==> config.mk <==
export PLATFORM = sky130hd
export DESIGN_NAME = i2c_master_transfer_sequencer
export DESIGN_NICKNAME = d
export VERILOG_FILES = /design/src/rtl/core/i2cmts_pkg.sv /design/src/rtl/core/i2cmts_front.sv /design/src/rtl/core/i2cmts_queue.sv /design/src/rtl/core/i2cmts_back.sv /design/src/rtl/core/i2c_master_transfer_sequencer.sv
export SDC_FILE = /design/constraint.sdc
export NUM_CORES = 1
export LEC_CHECK = 0
export BUFFER_PORTS_ARGS = -buffer_cell sky130_fd_sc_hd__buf_2
export CORE_UTILIZATION = 45
export CTS_CLUSTER_DIAMETER = 150
export CTS_CLUSTER_SIZE = 28
export DETAILED_ROUTE_END_ITERATION = 16
export PLACE_DENSITY = 0.68
export SYNTH_ARGS = -nofsm -noshare
export SYNTH_HDL_FRONTEND = slang
export SYNTH_SLANG_ARGS = --single-unit
==> constraint.sdc <==
create_clock -name i_clk -period 5.7 [get_ports i_clk]
set_input_delay 0.855 -clock i_clk [delete_from_list [all_inputs] [get_ports i_clk]]
set_output_delay 0.855 -clock i_clk [all_outputs]
set_load 0.01 [all_outputs]
==> src/rtl/core/i2cmts_pkg.sv <==
// Shared types and constants for the I2C master transfer sequencer.
// No dependencies; used by every module of the block.
package i2cmts_pkg;

    localparam int QDEPTH = 4;
    localparam int QPTR_W = $clog2(QDEPTH);

    localparam logic [1:0] OP_START_RD = 2'd0;
    localparam logic [1:0] OP_START_WR = 2'd1;
    localparam logic [1:0] OP_STATUS   = 2'd2;

    localparam logic [7:0] ST_START    = 8'h08;
    localparam logic [7:0] ST_RESTART  = 8'h10;
    localparam logic [7:0] ST_AW_ACK   = 8'h18;
    localparam logic [7:0] ST_AW_NACK  = 8'h20;
    localparam logic [7:0] ST_TX_ACK   = 8'h28;
    localparam logic [7:0] ST_TX_NACK  = 8'h30;
    localparam logic [7:0] ST_ARB_LOST = 8'h38;
    localparam logic [7:0] ST_AR_ACK   = 8'h40;
    localparam logic [7:0] ST_AR_NACK  = 8'h48;
    localparam logic [7:0] ST_RX_ACK   = 8'h50;
    localparam logic [7:0] ST_RX_NACK  = 8'h58;

    localparam logic [1:0] ACK_NONE = 2'd0;
    localparam logic [1:0] ACK_ACK  = 2'd1;
    localparam logic [1:0] ACK_NACK = 2'd2;

    localparam logic REG_SLAVE_ADDR = 1'b0;
    localparam logic REG_SEND_STOP  = 1'b1;

    typedef enum logic [2:0] {
        PH_IDLE     = 3'd0,
        PH_ADDRESS  = 3'd1,
        PH_TRANSMIT = 3'd2,
        PH_RECEIVE  = 3'd3,
        PH_ERROR    = 3'd4
    } t_phase;

    typedef enum logic [3:0] {
        K_NOP,
        K_START_RD,
        K_START_WR,
        K_ST_START,
        K_AW_ACK,
        K_AR_ACK,
        K_TX_DONE,
        K_RX_ACK,
        K_RX_NACK,
        K_FAIL,
        K_ST_OTHER
    } t_kind;

    typedef struct packed {
        t_kind       kind;
        logic [15:0] length;
        logic [7:0]  line_data;
        logic [7:0]  tx_byte;
    } t_qitem;

    typedef struct packed {
        logic        load_data;
        logic [7:0]  data_value;
        logic        tx_taken;
        logic        set_start;
        logic        set_stop;
        logic        clear_start;
        logic [1:0]  ack_control;
        logic        clear_interrupt;
        logic        rx_valid;
        logic [7:0]  rx_value;
        logic        done_event;
        t_phase      phase;
    } t_result;

endpackage

==> src/rtl/core/i2cmts_front.sv <==
// Front end: decodes an input item into an action kind for the queue.
// Depends on i2cmts_pkg.
module i2cmts_front (
    input  logic [1:0]       i_opcode,
    input  logic [15:0]      i_length,
    input  logic [7:0]       i_status_code,
    input  logic [7:0]       i_line_data,
    input  logic [7:0]       i_next_tx_byte,
    output i2cmts_pkg::t_qitem o_item
);

    i2cmts_pkg::t_kind w_status_kind;

    always_comb begin
        case (i_status_code)
            i2cmts_pkg::ST_START,
            i2cmts_pkg::ST_RESTART:  w_status_kind = i2cmts_pkg::K_ST_START;
            i2cmts_pkg::ST_AW_ACK:   w_status_kind = i2cmts_pkg::K_AW_ACK;
            i2cmts_pkg::ST_AR_ACK:   w_status_kind = i2cmts_pkg::K_AR_ACK;
            i2cmts_pkg::ST_TX_ACK,
            i2cmts_pkg::ST_TX_NACK:  w_status_kind = i2cmts_pkg::K_TX_DONE;
            i2cmts_pkg::ST_RX_ACK:   w_status_kind = i2cmts_pkg::K_RX_ACK;
            i2cmts_pkg::ST_RX_NACK:  w_status_kind = i2cmts_pkg::K_RX_NACK;
            i2cmts_pkg::ST_ARB_LOST,
            i2cmts_pkg::ST_AW_NACK,
            i2cmts_pkg::ST_AR_NACK:  w_status_kind = i2cmts_pkg::K_FAIL;
            default:                 w_status_kind = i2cmts_pkg::K_ST_OTHER;
        endcase
    end

    always_comb begin
        o_item.length    = i_length;
        o_item.line_data = i_line_data;
        o_item.tx_byte   = i_next_tx_byte;
        case (i_opcode)
            i2cmts_pkg::OP_START_RD: begin
                o_item.kind = (i_length != 16'd0) ? i2cmts_pkg::K_START_RD : i2cmts_pkg::K_NOP;
            end
            i2cmts_pkg::OP_START_WR: begin
                o_item.kind = (i_length != 16'd0) ? i2cmts_pkg::K_START_WR : i2cmts_pkg::K_NOP;
            end
            i2cmts_pkg::OP_STATUS: begin
                o_item.kind = w_status_kind;
            end
            default: begin
                o_item.kind = i2cmts_pkg::K_NOP;
            end
        endcase
    end

endmodule

==> src/rtl/core/i2cmts_queue.sv <==
// Short FIFO of decoded items between front end and back end.
// Depends on i2cmts_pkg.
module i2cmts_queue (
    input  logic               i_clk,
    input  logic               i_rst_n,
    input  logic               i_push,
    input  i2cmts_pkg::t_qitem i_item,
    output logic               o_full,
    input  logic               i_pop,
    output logic               o_valid,
    output i2cmts_pkg::t_qitem o_item
);

    i2cmts_pkg::t_qitem             r_mem [i2cmts_pkg::QDEPTH];
    logic [i2cmts_pkg::QPTR_W-1:0]  r_wptr;
    logic [i2cmts_pkg::QPTR_W-1:0]  r_rptr;
    logic [i2cmts_pkg::QPTR_W:0]    r_count;

    logic w_push;
    logic w_pop;

    assign o_full  = (r_count == (i2cmts_pkg::QPTR_W+1)'(i2cmts_pkg::QDEPTH));
    assign o_valid = (r_count != '0);
    assign o_item  = r_mem[r_rptr];
    assign w_push  = i_push && !o_full;
    assign w_pop   = i_pop && o_valid;

    always_ff @(posedge i_clk) begin
        if (w_push) begin
            r_mem[r_wptr] <= i_item;
        end
    end

    always_ff @(posedge i_clk) begin
        if (!i_rst_n) begin
            r_wptr  <= '0;
            r_rptr  <= '0;
            r_count <= '0;
        end else begin
            if (w_push) begin
                r_wptr <= r_wptr + (i2cmts_pkg::QPTR_W)'(1);
            end
            if (w_pop) begin
                r_rptr <= r_rptr + (i2cmts_pkg::QPTR_W)'(1);
            end
            case ({w_push, w_pop})
                2'b10:   r_count <= r_count + (i2cmts_pkg::QPTR_W+1)'(1);
                2'b01:   r_count <= r_count - (i2cmts_pkg::QPTR_W+1)'(1);
                default: r_count <= r_count;
            endcase
        end
    end

endmodule

==> src/rtl/core/i2cmts_back.sv <==
// Back end: executes decoded items against the transfer state and
// registers one result per item. Depends on i2cmts_pkg.
module i2cmts_back (
    input  logic                i_clk,
    input  logic                i_rst_n,
    input  logic                i_item_valid,
    input  i2cmts_pkg::t_qitem  i_item,
    output logic                o_item_pop,
    input  logic [6:0]          i_slave_address,
    input  logic                i_send_stop,
    output logic                o_res_valid,
    output i2cmts_pkg::t_result o_res,
    input  logic                i_res_ready
);

    i2cmts_pkg::t_phase  r_phase;
    i2cmts_pkg::t_phase  n_phase;
    logic [15:0]         r_tx_rem;
    logic [15:0]         n_tx_rem;
    logic [15:0]         r_rx_rem;
    logic [15:0]         n_rx_rem;
    logic                r_out_valid;
    i2cmts_pkg::t_result r_out;
    i2cmts_pkg::t_result n_out;

    logic [15:0] w_tx_dec;
    logic [15:0] w_rx_dec;

    assign o_item_pop  = i_item_valid && (!r_out_valid || i_res_ready);
    assign o_res_valid = r_out_valid;
    assign o_res       = r_out;
    assign w_tx_dec    = (r_tx_rem == 16'd0) ? 16'd0 : r_tx_rem - 16'd1;
    assign w_rx_dec    = (r_rx_rem == 16'd0) ? 16'd0 : r_rx_rem - 16'd1;

    always_comb begin
        n_phase  = r_phase;
        n_tx_rem = r_tx_rem;
        n_rx_rem = r_rx_rem;
        n_out    = '0;
        case (i_item.kind)
            i2cmts_pkg::K_START_RD: begin
                n_rx_rem              = i_item.length;
                n_tx_rem              = 16'd0;
                n_out.clear_interrupt = !i_send_stop;
                n_out.set_start       = 1'b1;
                n_phase               = i2cmts_pkg::PH_ADDRESS;
            end
            i2cmts_pkg::K_START_WR: begin
                n_rx_rem        = 16'd0;
                n_tx_rem        = i_item.length;
                n_out.set_start = 1'b1;
                n_phase         = i2cmts_pkg::PH_ADDRESS;
            end
            i2cmts_pkg::K_ST_START: begin
                n_out.clear_interrupt = 1'b1;
                n_out.clear_start     = 1'b1;
                if (r_phase == i2cmts_pkg::PH_ADDRESS) begin
                    n_out.load_data  = 1'b1;
                    n_out.data_value = {i_slave_address, (r_tx_rem == 16'd0)};
                end
            end
            i2cmts_pkg::K_AW_ACK: begin
                n_out.clear_interrupt = 1'b1;
                n_tx_rem              = w_tx_dec;
                n_out.load_data       = 1'b1;
                n_out.data_value      = i_item.tx_byte;
                n_out.tx_taken        = 1'b1;
                n_phase               = i2cmts_pkg::PH_TRANSMIT;
            end
            i2cmts_pkg::K_AR_ACK: begin
                n_out.clear_interrupt = 1'b1;
                n_out.ack_control     = (r_rx_rem > 16'd1) ? i2cmts_pkg::ACK_ACK
                                                           : i2cmts_pkg::ACK_NACK;
                n_phase               = i2cmts_pkg::PH_RECEIVE;
            end
            i2cmts_pkg::K_TX_DONE: begin
                n_out.clear_interrupt = 1'b1;
                if (r_phase == i2cmts_pkg::PH_TRANSMIT) begin
                    if (r_tx_rem != 16'd0) begin
                        n_out.load_data  = 1'b1;
                        n_out.data_value = i_item.tx_byte;
                        n_out.tx_taken   = 1'b1;
                        n_tx_rem         = w_tx_dec;
                    end else begin
                        n_out.set_stop   = i_send_stop;
                        n_out.done_event = 1'b1;
                        n_phase          = i2cmts_pkg::PH_IDLE;
                    end
                end
            end
            i2cmts_pkg::K_RX_ACK: begin
                n_out.clear_interrupt = 1'b1;
                n_rx_rem              = w_rx_dec;
                n_out.rx_valid        = 1'b1;
                n_out.rx_value        = i_item.line_data;
                n_out.ack_control     = (w_rx_dec > 16'd1) ? i2cmts_pkg::ACK_ACK
                                                           : i2cmts_pkg::ACK_NACK;
            end
            i2cmts_pkg::K_RX_NACK: begin
                n_out.clear_interrupt = 1'b1;
                if (r_phase == i2cmts_pkg::PH_RECEIVE) begin
                    n_rx_rem         = w_rx_dec;
                    n_out.rx_valid   = 1'b1;
                    n_out.rx_value   = i_item.line_data;
                    n_out.set_stop   = 1'b1;
                    n_out.done_event = 1'b1;
                    n_phase          = i2cmts_pkg::PH_IDLE;
                end
            end
            i2cmts_pkg::K_FAIL: begin
                n_out.clear_interrupt = 1'b1;
                n_out.set_stop        = 1'b1;
                n_out.done_event      = 1'b1;
                n_phase               = i2cmts_pkg::PH_ERROR;
            end
            i2cmts_pkg::K_ST_OTHER: begin
                n_out.clear_interrupt = 1'b1;
            end
            default: begin
                n_out = '0;
            end
        endcase
        n_out.phase = n_phase;
    end

    always_ff @(posedge i_clk) begin
        if (!i_rst_n) begin
            r_phase     <= i2cmts_pkg::PH_IDLE;
            r_tx_rem    <= '0;
            r_rx_rem    <= '0;
            r_out_valid <= 1'b0;
        end else begin
            if (o_item_pop) begin
                r_phase     <= n_phase;
                r_tx_rem    <= n_tx_rem;
                r_rx_rem    <= n_rx_rem;
                r_out_valid <= 1'b1;
            end else if (i_res_ready) begin
                r_out_valid <= 1'b0;
            end
        end
    end

    always_ff @(posedge i_clk) begin
        if (o_item_pop) begin
            r_out <= n_out;
        end
    end

    a_done_ends_transfer: assert property (@(posedge i_clk) disable iff (!i_rst_n)
        r_out_valid && r_out.done_event |->
            (r_out.phase == i2cmts_pkg::PH_IDLE || r_out.phase == i2cmts_pkg::PH_ERROR))
        else $error("done without idle or error phase");

    a_fail_to_error: assert property (@(posedge i_clk) disable iff (!i_rst_n)
        o_item_pop && i_item.kind == i2cmts_pkg::K_FAIL |=>
            r_phase == i2cmts_pkg::PH_ERROR && r_out.set_stop)
        else $error("failure status did not reach error phase");

    a_tx_taken_writes: assert property (@(posedge i_clk) disable iff (!i_rst_n)
        r_out_valid && r_out.tx_taken |-> r_out.load_data && !r_out.rx_valid)
        else $error("tx byte taken without data write");

    a_phase_tracks_out: assert property (@(posedge i_clk) disable iff (!i_rst_n)
        r_out_valid |-> r_out.phase == r_phase)
        else $error("reported phase differs from state");

endmodule

==> src/rtl/core/i2c_master_transfer_sequencer.sv <==
// I2C master transfer sequencer.
// Input item stream on s_t*, result stream on m_t*, APB register port.
// Front end decodes opcode and status code, a 4-entry queue decouples it
// from the back end, which holds the transfer state and an output register.
// Every accepted item yields exactly one result item, in order.
// Each accepted item is written into the queue; the back end then registers its result in the output register.
// Throughput: one item per cycle while m_tready is high; a stalled result holds the back end.
// Registers: slave_address at 0x0 (7 bits, reset 0), send_stop at 0x4
// (1 bit, reset 1). Write them only while no item is in flight.
// Reset clears phase to idle, both byte counters and the queue.
// When m_tready is low the output register holds its result, the queue
// fills up to 4 items and then s_tready drops until results are taken.
// Depends on i2cmts_pkg, i2cmts_front, i2cmts_queue, i2cmts_back.
module i2c_master_transfer_sequencer (
    input  logic        i_clk,
    input  logic        i_rst_n,
    input  logic        s_tvalid,
    output logic        s_tready,
    // length[15:0], status_code[23:16], line_data[31:24], next_tx_byte[39:32]
    input  logic [39:0] s_tdata,
    // opcode[1:0]
    input  logic [1:0]  s_tuser,
    output logic        m_tvalid,
    input  logic        m_tready,
    // load_data[0], data_value[8:1], tx_taken[9], set_start[10], set_stop[11],
    // clear_start[12], ack_control[14:13], clear_interrupt[15], rx_valid[16],
    // rx_value[24:17], done_event[25], phase[28:26], zero[31:29]
    output logic [31:0] m_tdata,
    input  logic        psel,
    input  logic        penable,
    input  logic        pwrite,
    input  logic [2:0]  paddr,
    input  logic [31:0] pwdata,
    output logic [31:0] prdata,
    output logic        pready
);

    logic [6:0] r_slave_address;
    logic       r_send_stop;
    logic       w_cfg_wr;
    logic       w_q_full;
    logic       w_q_valid;
    logic       w_q_pop;

    i2cmts_pkg::t_qitem  w_front_item;
    i2cmts_pkg::t_qitem  w_q_item;
    i2cmts_pkg::t_result w_res;

    assign pready   = 1'b1;
    assign w_cfg_wr = psel && penable && pwrite && pready;
    assign prdata   = (paddr[2] == i2cmts_pkg::REG_SEND_STOP) ? {31'd0, r_send_stop}
                                                              : {25'd0, r_slave_address};

    always_ff @(posedge i_clk) begin
        if (!i_rst_n) begin
            r_slave_address <= 7'd0;
            r_send_stop     <= 1'b1;
        end else if (w_cfg_wr) begin
            if (paddr[2] == i2cmts_pkg::REG_SLAVE_ADDR) begin
                r_slave_address <= pwdata[6:0];
            end else begin
                r_send_stop <= pwdata[0];
            end
        end
    end

    assign s_tready = !w_q_full;

    i2cmts_front u_front (
        .i_opcode       (s_tuser),
        .i_length       (s_tdata[15:0]),
        .i_status_code  (s_tdata[23:16]),
        .i_line_data    (s_tdata[31:24]),
        .i_next_tx_byte (s_tdata[39:32]),
        .o_item         (w_front_item)
    );

    i2cmts_queue u_queue (
        .i_clk   (i_clk),
        .i_rst_n (i_rst_n),
        .i_push  (s_tvalid),
        .i_item  (w_front_item),
        .o_full  (w_q_full),
        .i_pop   (w_q_pop),
        .o_valid (w_q_valid),
        .o_item  (w_q_item)
    );

    i2cmts_back u_back (
        .i_clk           (i_clk),
        .i_rst_n         (i_rst_n),
        .i_item_valid    (w_q_valid),
        .i_item          (w_q_item),
        .o_item_pop      (w_q_pop),
        .i_slave_address (r_slave_address),
        .i_send_stop     (r_send_stop),
        .o_res_valid     (m_tvalid),
        .o_res           (w_res),
        .i_res_ready     (m_tready)
    );

    assign m_tdata = {3'd0,
                      w_res.phase,
                      w_res.done_event,
                      w_res.rx_value,
                      w_res.rx_valid,
                      w_res.clear_interrupt,
                      w_res.ack_control,
                      w_res.clear_start,
                      w_res.set_stop,
                      w_res.set_start,
                      w_res.tx_taken,
                      w_res.data_value,
                      w_res.load_data};

endmodule

# After elaboration in Yosys (flattened, before gate mapping)

Memories as Yosys holds them, arrays and structs flattened. A register that Yosys moved wholly into a read port is not among the register bits.
Cells that the tools add are included.

Register bits: 80
Bits in latches: 0
RAM bits: 144
ROM bits: 0
Input port bits: 84
Output and inout port bits: 67
Logic and storage cells: 134
Memories kept: 1

Memory list:

| memory        | depth | width | read ports | clocked after memory_dff | wr ports | line               | RTL |
|---|---|---|---|---|---|---|---|
| u_queue.r_mem | 4     | 36    | 1          | 1                        | 1        | i2cmts_queue.sv:14 | `i2cmts_pkg::t_qitem r_mem [i2cmts_pkg::QDEPTH];` |

Add/sub/neg operators: 6
$mul: 0
Div/mod/pow operators: 0
$lt $le $gt $ge: 2
Eq/ne operators: 32
Shift-type cells: 0
Muxes and demuxes: 43
Bitwise logic cells: 1
Reductions and logical operators: 28

Operators with widths:

| operator                | number |
|---|---|
| $pmux W16 S4            | 2 |
| $mux W16                | 5 |
| $eq A8 B6 Y1 const B    | 4 |
| $eq A8 B7 Y1 const B    | 4 |
| $gt A16 B1 Y1 const B   | 2 |
| $logic_not A16 Y1       | 2 |
| $reduce_bool A16 Y1     | 2 |
| $sub A16 B1 Y16 const B | 2 |
| $mux W10                | 3 |
| $pmux W4 S7             | 1 |
| $pmux W9 S3             | 1 |
| $pmux W3 S6             | 1 |
| $pmux W9 S2             | 1 |
| $eq A4 B3 Y1 const B    | 4 |
| $eq A8 B5 Y1 const B    | 2 |
| $eq A4 B4 Y1 const B    | 3 |
| $mux W1                 | 12 |
| $pmux W4 S3             | 1 |
| $mux W2                 | 5 |
| $mux W3                 | 3 |
| $mux W9                 | 1 |
| $eq A4 B2 Y1 const B    | 2 |
| $eq A8 B4 Y1 const B    | 1 |
| $reduce_bool A4 Y1      | 2 |
| other kinds (28)        | 46 |

# Depth between registers and ports, before layout

Gate-level depths: netlist (run 1).

Depth in word-level cells: 6
Gate-level depth with buffers: 10
Mapped depth without buffers: 10

# Cells and area by module

Synthesis (run 1) repeated with hierarchy kept, for this count alone.

Cell total of the unflattened synthesis: 816
Area, all modules: 10,774.1 um^2

By module, submodules not included:

| module                        | times used | cells an instance | area each (um^2) | seq. area each (um^2) |
|---|---|---|---|---|
| i2cmts_queue                  | 1          | 240               | 5,746.8          | 4,504.3 |
| i2cmts_back                   | 1          | 437               | 3,955.0          | 1,591.5 |
| i2c_master_transfer_sequencer | 1          | 75                | 629.4            | 160.2 |
| i2cmts_front                  | 1          | 64                | 442.9            | 0.0 |

# Worst setup path before layout (run 1)

Ideal clock, no wire load.

Path type: in2reg
Start point: input m_tready
End point: register u_queue.r_count[2] (netlist name)
Library setup time: 0.071 ns
Arrival time: 3.315 ns
Required time: 5.629 ns
Setup slack: 2.315 ns
Stages: 10
Buffers on the path: 1
Path through: nor2b_1 or2_2 clkbuf_1 clkinv_1 ha_1 inv_1 fa_1 xor2_1 or3_1 a21oi_1

Longest elaborated chain between the ends: 5
Elaborated cells between the ends (all ways): 7
Those cells by class: 2 x eq/ne; 1 x mux; 4 x reduce/logical

Ends and longest elaborated chain:

| what                                              | line                                | RTL |
|---|---|---|
| start, declared                                   | i2c_master_transfer_sequencer.sv:24 | `input logic m_tready,` |
| $logic_or A1 B1 Y1 (*)                            | i2cmts_back.sv:29                   | `assign o_item_pop = i_item_valid && (!r_out_valid \|\| i_res_ready);` |
| $logic_and A1 B1 Y1 (*)                           | i2cmts_back.sv:29                   |  |
| via u_back.o_item_pop                             | i2cmts_back.sv:8                    | `output logic o_item_pop,` |
| $logic_and A1 B1 Y1 (*)                           | i2cmts_queue.sv:26                  | `assign w_pop = i_pop && o_valid;` |
| $eq A2 B1 Y1 or $eq A2 B2 Y1 (tied branches)      | i2cmts_queue.sv:46                  | `case ({w_push, w_pop})` |
| $pmux W3 S2 or $reduce_bool A2 Y1 (tied branches) | n/a                                 |  |
| end signal, assigned                              | i2cmts_queue.sv:47                  | `2'b10: r_count <= r_count + (i2cmts_pkg::QPTR_W+1)'(1);` |
| end signal, assigned                              | i2cmts_queue.sv:48                  | `2'b01: r_count <= r_count - (i2cmts_pkg::QPTR_W+1)'(1);` |
| end signal, assigned                              | i2cmts_queue.sv:49                  | `default: r_count <= r_count;` |
| end, declared                                     | i2cmts_queue.sv:17                  | `logic [i2cmts_pkg::QPTR_W:0] r_count;` |

Mark *: on every way through the listed nets, which the timed path passes. The rest lies on a longest branch.
A chain may end at the register's enable or synchronous reset.

==> results of run 1 <==
## metrics by stage
step | instance area, um^2 | hold WS [ps] | setup WS [ps]
floorplan | 10310 | 444.1 | 2315
global placement | 10770 | 461.4 | 1918
detailed placement | 10770 | 463.2 | 1890
CTS | 11150 | 478.8 | 1881
global route | 11150 | 501.6 | 1558
finish | 11150 | 484.8 | 1919
## layout make-up
| class | count | area [um^2] | share of cell area |
|---|---|---|---|
| Sequential cell | 226 | 6257 | 0.5610 |
| Timing Repair Buffer | 101 | 523.0 | 0.04689 |
| Tap cell | 280 | 350.3 | 0.03141 |
| Antenna cell | 1 | 2.502 | 0.0002243 |
| Clock buffer | 19 | 347.8 | 0.03118 |
| Clock inverter | 1 | 30.03 | 0.002692 |
| Inverter | 20 | 75.07 | 0.006730 |
| Multi-Input combinational cell | 501 | 3568 | 0.3199 |
## worst paths after layout
path                            slack [ps]  cells after the start          startpoint                 end
worst max register to register        1920                      7           flip-flop  u_back.r_tx_rem[6]
worst min-delay path                   480                      2  r_slave_address[3]  r_slave_address[3]
worst max-delay path                  1920                      7           flip-flop  u_back.r_tx_rem[6]
worst min register to register         480                      2  r_slave_address[3]  r_slave_address[3]
## worst max-delay path, cell delays in order, from the launching register on
cell	delay, ps
sky130_fd_sc_hd__dfxtp_1	920
sky130_fd_sc_hd__buf_4	340
sky130_fd_sc_hd__mux4_2	570
sky130_fd_sc_hd__nor2_1	320
sky130_fd_sc_hd__xor2_2	130
sky130_fd_sc_hd__a2111oi_4	990
sky130_fd_sc_hd__a21oi_1	150
sky130_fd_sc_hd__a311oi_1	270
## logic make-up (layout without fill, tap and decap cells)
logic type	after synthesis	after routing	synth area share
flops	226	226	0.6128
simple gates	234	234	0.1166
mux	40	40	0.08359
other cells	2	30	0.0007357
compound gates	170	170	0.1095
buf+inv	91	141	0.04804
xor+xnor	19	19	0.01704
fa+ha+maj	9	9	0.01177
## power by group
group	switching [W]	total, W	internal (W)	leakage, nW
clock network	0.000514	0.000951	0.000437	0.179
registers	0.000228	0.00239	0.00216	2.04
logic	0.00152	0.00250	0.000980	1.74
total	0.00226	0.00584	0.00358	3.96
## state kept, by name, summed over array words and instances, names as in the netlist, named ones only
register,flops
r_slave_address,7
u_queue.r_mem,144
u_queue.r_count,3
u_back.o_res_valid,1
u_queue.r_wptr,2
u_queue.r_rptr,2
u_back.r_tx_rem,16
u_back.r_rx_rem,16
u_back.o_res,29
u_back.r_phase,3
r_send_stop,1
## layer usage
metal  vias up  track usage
met5         -            0
met4         0      0.05099
met3        27      0.03555
met2       185       0.3054
met1      3244       0.2402
li1       3069            -
## cells in the final DEF (no fill, tap or decap), types with 6 or more instances in the layout
cell type	synthesis	final
sky130_fd_sc_hd__edfxtp_1	173	173
sky130_fd_sc_hd__nor4_1	9	9
sky130_fd_sc_hd__clkbuf_16	0	13
sky130_fd_sc_hd__nor3_1	12	12
sky130_fd_sc_hd__clkbuf_1	23	6
sky130_fd_sc_hd__nand3_1	8	8
sky130_fd_sc_hd__buf_2	11	94
sky130_fd_sc_hd__nand4_1	7	7
sky130_fd_sc_hd__xor2_1	7	7
sky130_fd_sc_hd__conb_1	2	29
sky130_fd_sc_hd__a211oi_1	8	8
sky130_fd_sc_hd__mux4_2	36	36
sky130_fd_sc_hd__nor2_1	67	67
sky130_fd_sc_hd__ha_1	8	8
sky130_fd_sc_hd__a32o_1	7	7
sky130_fd_sc_hd__inv_1	17	17
sky130_fd_sc_hd__o21ai_1	19	19
sky130_fd_sc_hd__a21oi_1	56	56
sky130_fd_sc_hd__nor2b_1	20	20
sky130_fd_sc_hd__o21ai_0	21	21
sky130_fd_sc_hd__nand2_1	66	66
sky130_fd_sc_hd__dfxtp_1	53	52
sky130_fd_sc_hd__buf_4	30	7
sky130_fd_sc_hd__xnor2_1	11	11
==> reports/results.txt, run 1 <==
The run gives 6110 ps as the worst path required time. The fraction of synthesized cell area taken by the top area cell type was 0.5089; the weighted congestion at the end of routability-driven global placement was 0.8212. The root buffer cell chosen for the clock tree is sky130_fd_sc_hd__clkbuf_16. For the final routed database, the setup TNS stands at 0 ps.

The total CTS buffers is 12, and the minimum clock period after layout is 3781 ps. The number of warnings printed during yosys synthesis was 0. The tree built by TritonCTS fans out to 226 sinks.

Sorting the synthesized cells by area gives the leading types as sky130_fd_sc_hd__edfxtp_1, sky130_fd_sc_hd__dfxtp_1, sky130_fd_sc_hd__mux4_2, sky130_fd_sc_hd__a21oi_1, sky130_fd_sc_hd__nor2_1. The clock tree skew after final layout was 42.43 ps. The floorplan has 54 rows. The area overhead of the layout relative to synthesis came out at 9.265%. The static leakage power was 3.961 nW; the number of cells in the design after placement was 1,128.

The fraction of final layout cells with drive strength greater than 1 works out to 0.2028. Summing over every cut layer, the via total after detailed routing is 6,525. In this run the standard cell core region covers 22,030 um^2. The logs give 0.6128 for the share of the yosys chip area belonging to registers and 23,290 um^2 for the die area. The vias per cell was 5.679. Post-synthesis area per instance: 12.91 um^2. The wire-length estimate of the detail-placed layout is 13,840 um. The top-level port count came out at 151.

The clock transition at the registers of the reported paths was 110 ps. The most common cell in the synthesized netlist is sky130_fd_sc_hd__edfxtp_1. The final design utilization was 0.5064; the post-CTS repair timing setup buffer count was 0. In this run, synthesis produced a sequential element count of 226. The tools report the count of pins over their slew limit as 0. Entering global routing, the biggest net connects 39 pins. Combined area of all synthesized cells: 10,210 um^2.

The share of the clock period used by the worst path after layout works out to 0.6634. The min-delay analysis places its worst path in the category reg -> reg. The number of standard cells in the layout, taps in and fillers out was 1,149. The tightest slew margin relative to the limit is 0.2305. The wire length on met1 was 9200 um. Critical path start-end classification: reg -> reg. The number of global-route vias before repair is 6,434. The run gives 0.1817 as the total global-route track usage.

The leading register cell type out of synthesis is sky130_fd_sc_hd__edfxtp_1. The first TritonRoute pass finished after 7 iterations. The tools report the number of DRC markers in iteration 0 as 463. After the last flow step, the layout net total stands at 955. After filler insertion, the fill cell instance count of the layout stands at 1,931. Setup violations remaining at the end of the flow were counted as 0. The first global-routing pass estimated 33,740 um of wire. Summed over all layers, the global routing overflow is 0. TritonCTS built the clock tree. Wire segments on met3 add up to 1251 um in the final route.

The timing-limited maximum frequency was 264.5 MHz. The biggest area contributor in the post-synthesis netlist is sky130_fd_sc_hd__edfxtp_1. The cell count after synthesis was 791. The flow ran to the end, and the final reports show no timing, DRC or antenna violations.

At the pin with the least slew margin, the transition time is 1154 ps. Arrival time of data at the critical path endpoint: 4190 ps. During placement, the flow inserted port buffers numbering 94. The average routed wire per standard cell came out at 18.30 um.

Setup repair after global routing left no endpoint under its margin. At the later pin of the worst-skew pair, clock insertion delay measures 490 ps. The tools report the power consumption as 0.005841 W. The tools report the endpoint type of the worst setup path as a flip-flop. The fraction of registers with async set or reset after synthesis came out at 0. After detailed routing, no signal wire sits above met4.

After synthesis, the most frequently instantiated cells are sky130_fd_sc_hd__edfxtp_1, sky130_fd_sc_hd__nor2_1, sky130_fd_sc_hd__nand2_1. The power per standard cell area was 523.6 nW/um^2. In this run the worst path has a maximum fanout of 25. The largest buffer count on any clock path is 3, and the number of endpoints with negative hold slack in the final report is 0. The logs give 1 for the deepest level of the CTS H-tree and 0 for the number of hold buffers added after cts. Across the VDD grid, the largest voltage drop is 296.7 uV. The tools report the number of instances resized during post-cts repair as 0. From bottom edge to top edge, the die measures 152.6 um. The tools report the starting utilization of the core area as 0.4635. In the detailed route, the total length drawn on met2 is 10,170 um. From left edge to right edge, the die measures 152.6 um. STA classifies the critical path startpoint as a flip-flop.

The logs give 0 for the number of remaining DRC errors and 21,030 um for the final routed wirelength across all metal layers. Number of enable-type register cells in the synthesized netlist: 173. Across the run, the number of max-cap violations was 0.

Once detail routing completed, the nets flagged for antenna violations numbered 0. Initial antenna violation count: 1. Yosys mapped the design onto 76 distinct sky130hd cell types.
Note: power is estimated with default switching activity, not from simulation.
==> run 2, diff against run 1 <==
==> constraint.sdc (replaced) <==
create_clock -name i_clk -period 3.5 [get_ports i_clk]
set_input_delay 0.525 -clock i_clk [delete_from_list [all_inputs] [get_ports i_clk]]
set_output_delay 0.525 -clock i_clk [all_outputs]
set_load 0.01 [all_outputs]
==> reports/results.txt, run 2 (synthesis results as in run 1) <==
The total CTS buffers came out at 12 (unchanged). Register with the highest flop count: u_queue.r_mem. Insertion delay to the later sink of the worst-skew pair: 480 ps (about the same). The remaining antenna violation count after routing was 0 (unchanged).

The most common library cell in the layout ignoring fill and taps is sky130_fd_sc_hd__edfxtp_1. The number of DRC markers in iteration 0 is 494 (+6.7%), and the total number of vias is 6,512 (-0.20%). The worst hold path belongs to the class in -> reg. The number of hold buffers added after cts was 0 (unchanged); the share of power burned in registers was 0.401 (-0.009). TritonCTS built the clock tree. The share of the clock period used by the worst path after layout came out at 0.8845 (+0.2212).

met2 is the most crowded layer. The fraction of final layout cells with drive strength greater than 1 was 0.2145 (+0.01176). For the total net switching power, the log shows 0.003681 W (+63%). The tools report the largest buffer count on any clock path as 3 (unchanged). The logs give 0.161 (-0.002) for the fraction of power consumed by the clock network and 34,150 um (+1.2%) for the wire length of the first global-routing pass. The deepest level of the CTS H-tree is 1 (unchanged). The critical-path maximum fanout is 23 (-8.0%), and the timing-limited maximum frequency is 323.0 MHz (+22%). The post-layout worst setup margin was 404.2 ps (-1515 ps). The tools report the maximum resistive drop on vdd as 487.7 uV (+64%).

The clock transition at the registers of the reported paths was 110 ps (about the same). Average routed wire per standard cell: 18.09 um (-1.2%). The tools report the number of setup violations in the final report as 0 (unchanged). The tools report the number of remaining DRC errors as 0 (unchanged). The logs give 400 ps (-1510 ps) for the reg-to-reg setup timing slack and 0.438 (+0.011) for the logic gate share of total power. For the clock tree skew after final layout, the log shows 43.49 ps (+1.057 ps). The total half-perimeter wirelength after legalization and detailed placement is 14,090 um (+1.8%), and the global routing met3 resource utilization is 0.02446 (-0.01109). The worst path required time was 3900 ps (-2210 ps). The max-cap violation count is 0 (unchanged).

The run gives 0 (unchanged) as the number of endpoints with negative hold slack in the final report. The switching share of total power was 0.3834 (-0.003365); the vertical die dimension was 152.6 um (unchanged). The launching element type of the critical path was a flip-flop. The number of placement rows came out at 54 (unchanged).

The tools report the die area as 23,290 um^2 (unchanged). The number of search-and-repair iterations in the first detailed-routing pass was 7 (unchanged). The run gives 0 (-1) as the initial antenna violation count.

The total global-route track usage was 0.1833 (+0.001601). The flow ran to the end, and the final reports show no timing, DRC or antenna violations. The logs give 3500 ps (-690 ps) for the arrival time of data at the critical path endpoint and 0 (unchanged) for the post-CTS repair timing setup buffer count.

The antenna diode count was 0 (-1). The final routed wirelength across all metal layers came out at 21,000 um (-0.15%). The static leakage power came out at 4.024 nW (+1.6%). The critical path in this run is classified as reg -> reg. Leaving out fill and tap cells, the most frequent cells in the layout are sky130_fd_sc_hd__edfxtp_1, sky130_fd_sc_hd__buf_2, sky130_fd_sc_hd__nor2_1.

The vias per cell is 5.609 (-1.2%). For the weighted congestion at the end of routability-driven global placement, the log shows 0.8700 (+5.9%). For the starting utilization of the core area, the log shows 0.4635 (unchanged).

The tools report the cell chosen for the clock root as sky130_fd_sc_hd__clkbuf_16. Maximum number of pins on one net before global-route repair: 37 (-5.1%). Setup repair after global routing left no endpoint under its margin. The width of the die was 152.6 um (unchanged); the total clock sinks was 226 (unchanged).

The number of instances resized during post-cts repair was 0 (unchanged). For the top-level port count, the log shows 151 (unchanged). The area of the core is 22,030 um^2 (unchanged), and the minimum clock period after layout is 3096 ps (-685.4 ps).

The endpoint type of the worst setup path was a flip-flop. The number of global-route vias before repair was 6,412 (-0.34%); the number of flip-flops under the largest register name was 144 (unchanged). The sum of negative setup slack was 0 ps (unchanged); the power per standard cell area was 853.4 nW/um^2 (+63%). For the global routing met2 resource utilization, the log shows 0.3019 (-0.003495). From synthesis to final layout, the design area changed by 10.20%. The count of cells along the worst register-to-register path was 6 (-1). Final-stage net count: 968 (+1.4%). The tightest slew margin relative to the limit was 0.3394 (+0.1089); the internal power consumption was 0.005919 W (+65%). The count of pins over their slew limit is 0 (unchanged), and the met1 track demand over resource in global routing is 0.2587 (+0.01849).

The count of input and output buffers came out at 94 (unchanged). The slew at the pin closest to its max-slew limit came out at 990.9 ps (-163.3 ps). The setup slack after placement is 408.7 ps (-1481 ps), and the total overflow reported by the global router is 0 (unchanged). Worst hold path cell count: 1 (-1).
[run 2: changes by cell type in the layout (fill, tap and decap cells not counted), sizes merged]
| cell | change |
|---|---|
| buf | +13 |
| diode | -1 |
[run 2: worst max-delay path: stages, from the launching register on]
cell,delay [ps]
sky130_fd_sc_hd__dfxtp_2,580
sky130_fd_sc_hd__mux4_2,800
sky130_fd_sc_hd__and4b_1,560
sky130_fd_sc_hd__o22ai_1,320
sky130_fd_sc_hd__or4_1,470
sky130_fd_sc_hd__a21o_1,190
sky130_fd_sc_hd__a21oi_1,100
[run 2: metrics by stage]
| step | power (W) | hold WS, ps | area [um^2] | std cells | utilization |
|---|---|---|---|---|---|
| 2_1_floorplan | 0.006986 | 444.1 | 10310 | 818 | - |
| 3_3_place_gp | 0.008057 | 461.5 | 10870 | 1141 | 0.4936 |
| 3_5_place_dp | 0.008090 | 465.0 | 10870 | 1141 | 0.4936 |
| 4_1_cts | 0.009646 | 248.9 | 11250 | 1161 | 0.5107 |
| 5_1_grt | 0.01025 | 246.2 | 11250 | 1161 | 0.5107 |
| 6_report | 0.009600 | 261.9 | 11250 | 1161 | 0.5107 |
[run 2: power groups by stage]
stage	logic [W]	registers, W	clock network, W
finish	0.00421	0.00385	0.00155
global route	0.00466	0.00392	0.00167
CTS	0.00421	0.00385	0.00159
detailed placement	0.00419	0.00390	0
global placement	0.00416	0.00389	0
floorplan	0.00309	0.00389	0
[run 2: area by class of cell]
type	instances	area [um^2]
Fill cell	1942	10780
Sequential cell	226	6257
Multi-Input combinational cell	501	3568
Timing Repair Buffer	114	620.6
Tap cell	280	350.3
Clock buffer	19	347.8
Inverter	20	75.07
Clock inverter	1	30.03
[run 2: worst paths after layout]
| kind | startpoint | end |
|---|---|---|
| setup / recovery | flip-flop | u_back.r_rx_rem[7] |
| setup reg to reg | flip-flop | u_back.r_rx_rem[7] |
| hold reg to reg | r_slave_address[1] | r_slave_address[1] |
| hold / removal | s_tdata[31] | u_queue.r_mem[3][15] |
[run 2: routing by layer]
metal  wire [um]  vias to the layer above  part of all wire
met5           0                        -                 0
met4         316                        0             0.015
met3        1035                       23             0.049
met2       10010                      197              0.48
met1        9637                     3194              0.46
li1            -                     3098                 -
==> run 3, diff against run 2 <==
--- a/config.mk
+++ b/config.mk
@@ -6,10 +6,12 @@
 export NUM_CORES = 1
 export LEC_CHECK = 0
 export BUFFER_PORTS_ARGS = -buffer_cell sky130_fd_sc_hd__buf_2
+export CORE_ASPECT_RATIO = 0.7
 export CORE_UTILIZATION = 45
 export CTS_CLUSTER_DIAMETER = 150
 export CTS_CLUSTER_SIZE = 28
 export DETAILED_ROUTE_END_ITERATION = 16
+export HOLD_SLACK_MARGIN = 0.03
 export PLACE_DENSITY = 0.68
 export SYNTH_ARGS = -nofsm -noshare
 export SYNTH_HDL_FRONTEND = slang
==> reports/results.txt, run 3 (synthesis results as in run 1) <==
The max-cap violation count is 0 (unchanged). The logs give 6,586 (+1.1%) for the total number of vias and 360.7 MHz (+12%) for the timing-limited maximum frequency. The total global-route track usage came out at 0.1890 (+0.005725). Total half-perimeter wirelength after legalization and detailed placement: 14,480 um (+2.8%).

Setup repair after global routing left no endpoint under its margin. The weighted congestion at the end of routability-driven global placement was 0.9180 (+5.5%). Insertion delay to the later sink of the worst-skew pair: 490 ps (about the same). The power consumption was 0.009738 W (+1.4%). Worst hold path cell count: 1 (unchanged). Remaining antenna violation count after routing: 0 (unchanged). The logs give 151 (unchanged) for the top-level port count and 4.026 nW (about the same) for the static leakage power. The register area came out at 6257 um^2 (unchanged). The run gives 21,960 um^2 (-0.31%) as the area of the core. The library cells used most frequently in the layout, excluding fill and tap cells, are sky130_fd_sc_hd__edfxtp_1, sky130_fd_sc_hd__buf_2, sky130_fd_sc_hd__nor2_1. The minimum clock period after layout was 2773 ps (-323.2 ps). The signal on the critical path passes through mux4_2 -> nor2_1 -> xor2_2 -> a2111oi_4 -> buf_4 -> nor2_1 -> a211oi_1. For the maximum resistive drop on vdd, the log shows 557.1 uV (+14%).

The slew at the pin closest to its max-slew limit was 983.3 ps (-7.635 ps); the vias per cell was 5.648 (+0.70%). The startpoint identified for the worst hold timing path is s_tdata[29]. The power per standard cell area works out to 864.8 nW/um^2 (+1.3%). Ranked by flip-flop count, first place goes to u_queue.r_mem. TritonCTS built the clock tree. The width of the die works out to 182.0 um (+19%). In this run the critical register-to-register path is captured at u_back.r_tx_rem[7].

The wire length of the first global-routing pass was 34,030 um (-0.35%); the critical-path maximum fanout was 15 (-35%). The number of search-and-repair iterations in the first detailed-routing pass was 5 (-2). For the sum of negative setup slack, the log shows 0 ps (unchanged). The deepest level of the CTS H-tree is 1 (unchanged), and the largest buffer count on any clock path is 3 (unchanged).

The run finished with clean final reports. The total clock sinks was 226 (unchanged); the count of pins over their slew limit was 0 (unchanged). The tools report the initial antenna violation count as 1 (+1). The clock transition at the registers of the reported paths is 110 ps (about the same). The post-CTS repair timing setup buffer count is 0 (unchanged), and the average routed wire per standard cell is 18.69 um (+3.3%).

The reg-to-reg setup timing slack was 730 ps (+320 ps). For the filler cell count in the final layout, the log shows 1,929 (-0.67%). For the total CTS buffers, the log shows 12 (unchanged). Worst path required time: 3900 ps (about the same).

The library cell used most frequently in the layout, excluding fill and tap cells, is sky130_fd_sc_hd__edfxtp_1. Number of global-route vias before repair: 6,056 (-5.6%). Cell chosen for the clock root: sky130_fd_sc_hd__clkbuf_16. The worst setup path is launched from a flip-flop. The area overhead of the layout relative to synthesis was 10.31%. The number of hold buffers added after cts was 0 (unchanged). The clock tree skew after final layout is 33.64 ps (-9.852 ps).

For the final routed wirelength across all metal layers, the log shows 21,790 um (+3.8%). The die area is 23,300 um^2 (about the same). The worst setup path is captured at a flip-flop. The vertical die dimension came out at 128.0 um (-16%). The starting utilization of the core area is 0.4649 (+0.001426), and the number of setup violations in the final report is 0 (unchanged). For the tightest slew margin relative to the limit, the log shows 0.3445 (+0.005090). The number of DRC markers in iteration 0 was 686 (+39%); the number of flip-flops under the largest register name was 144 (unchanged). The largest stage delay on the critical path is 700 ps (-100 ps).

The combined buffer and inverter count along the critical path is 1 (+1). The run gives 3568 um^2 (unchanged) as the area taken by multi-input logic gates. The final design utilization is 0.5128 (+0.002085), and the share of the clock period used by the worst path after layout is 0.7922 (-0.09233). The number of instances resized during post-cts repair was 0 (unchanged). The tools report the maximum number of pins on one net before global-route repair as 37 (unchanged). The total overflow reported by the global router came out at 0 (unchanged).

The cell family contributing the most delay on the critical path is compound AO/OA/AOI/OAI gates. The count of cells along the worst register-to-register path works out to 7 (+1). The tools report the number of endpoints with negative hold slack in the final report as 0 (unchanged). The tools report the number of placement rows as 45 (-17%). The fraction of final layout cells with drive strength greater than 1 is 0.2163 (+0.001779). The most frequent cell on the critical path is sky130_fd_sc_hd__nor2_1. The arrival time of data at the critical path endpoint is 3170 ps (-330 ps). The final-stage net count is 970 (+0.21%), and the count of input and output buffers is 94 (unchanged).

The critical path start-end classification was reg -> reg. The worst min-delay path category is in -> reg. Slowest cell on the critical path: sky130_fd_sc_hd__mux4_2. Number of remaining DRC errors: 0 (unchanged). For hold timing, the worst endpoint is u_queue.r_mem[0][13].
-- run 3: worst max path at each step --
| stage | startpoint | to | cells after the start | slack [ps] |
|---|---|---|---|---|
| 2_1_floorplan | m_tready | u_queue.r_count[2] | 10 | 440 |
| 3_3_place_gp | flip-flop | u_back.r_tx_rem[8] | 7 | 780 |
| 3_5_place_dp | flip-flop | u_back.r_tx_rem[7] | 7 | 730 |
| 4_1_cts | flip-flop | u_back.r_tx_rem[7] | 7 | 720 |
| 5_1_grt | flip-flop | u_back.r_tx_rem[8] | 7 | 490 |
| 6_report | flip-flop | u_back.r_tx_rem[7] | 7 | 730 |
-- run 3: cell type report --
type	count	share of cell area
diodes	1	0.0002222
inverters	20	0.006667
well taps	282	0.03133
clock buffers	18	0.02867
repair buffers	116	0.05644
flip-flops and latches	226	0.5557
clock inverters	2	0.004111
multi-input cells	501	0.3169
-- run 3: through the flow --
stage / setup slack (ps) / hold slack (ps) / cell area (um^2) / cells
after global routing: 487.0 / 237.5 / 11260 / 1165
final: 727.3 / 240.2 / 11260 / 1166
after CTS: 717.8 / 236.1 / 11260 / 1165
after floorplan: 444.7 / 444.1 / 10310 / 818
after detailed placement: 731.4 / 470.8 / 10890 / 1145
after global placement: 782.2 / 463.3 / 10890 / 1145
-- run 3: power by group --
group          switching, W  leakage (nW)  internal [W]  total, W
clock network      0.000872         0.173      0.000675   0.00155
registers          0.000316          2.04       0.00353   0.00384
logic               0.00264          1.81       0.00171   0.00435
-- run 3: routing by layer --
| metal | part of all wire | up-vias | GRT usage |
|---|---|---|---|
| met5 | 0.00037 | - | 0 |
| met4 | 0.013 | 2 | 0.03361 |
| met3 | 0.068 | 21 | 0.03324 |
| met2 | 0.43 | 202 | 0.2858 |
| met1 | 0.49 | 3252 | 0.2884 |
| li1 | - | 3109 | - |
-- run 3: worst register-to-register path, stage by stage (launching register included) --
cell and delay (ps):
sky130_fd_sc_hd__dfxtp_2 430, sky130_fd_sc_hd__mux4_2 700, sky130_fd_sc_hd__nor2_1 260, sky130_fd_sc_hd__xor2_2 130, sky130_fd_sc_hd__a2111oi_4 600, sky130_fd_sc_hd__buf_4 290
sky130_fd_sc_hd__nor2_1 60, sky130_fd_sc_hd__a211oi_1 210
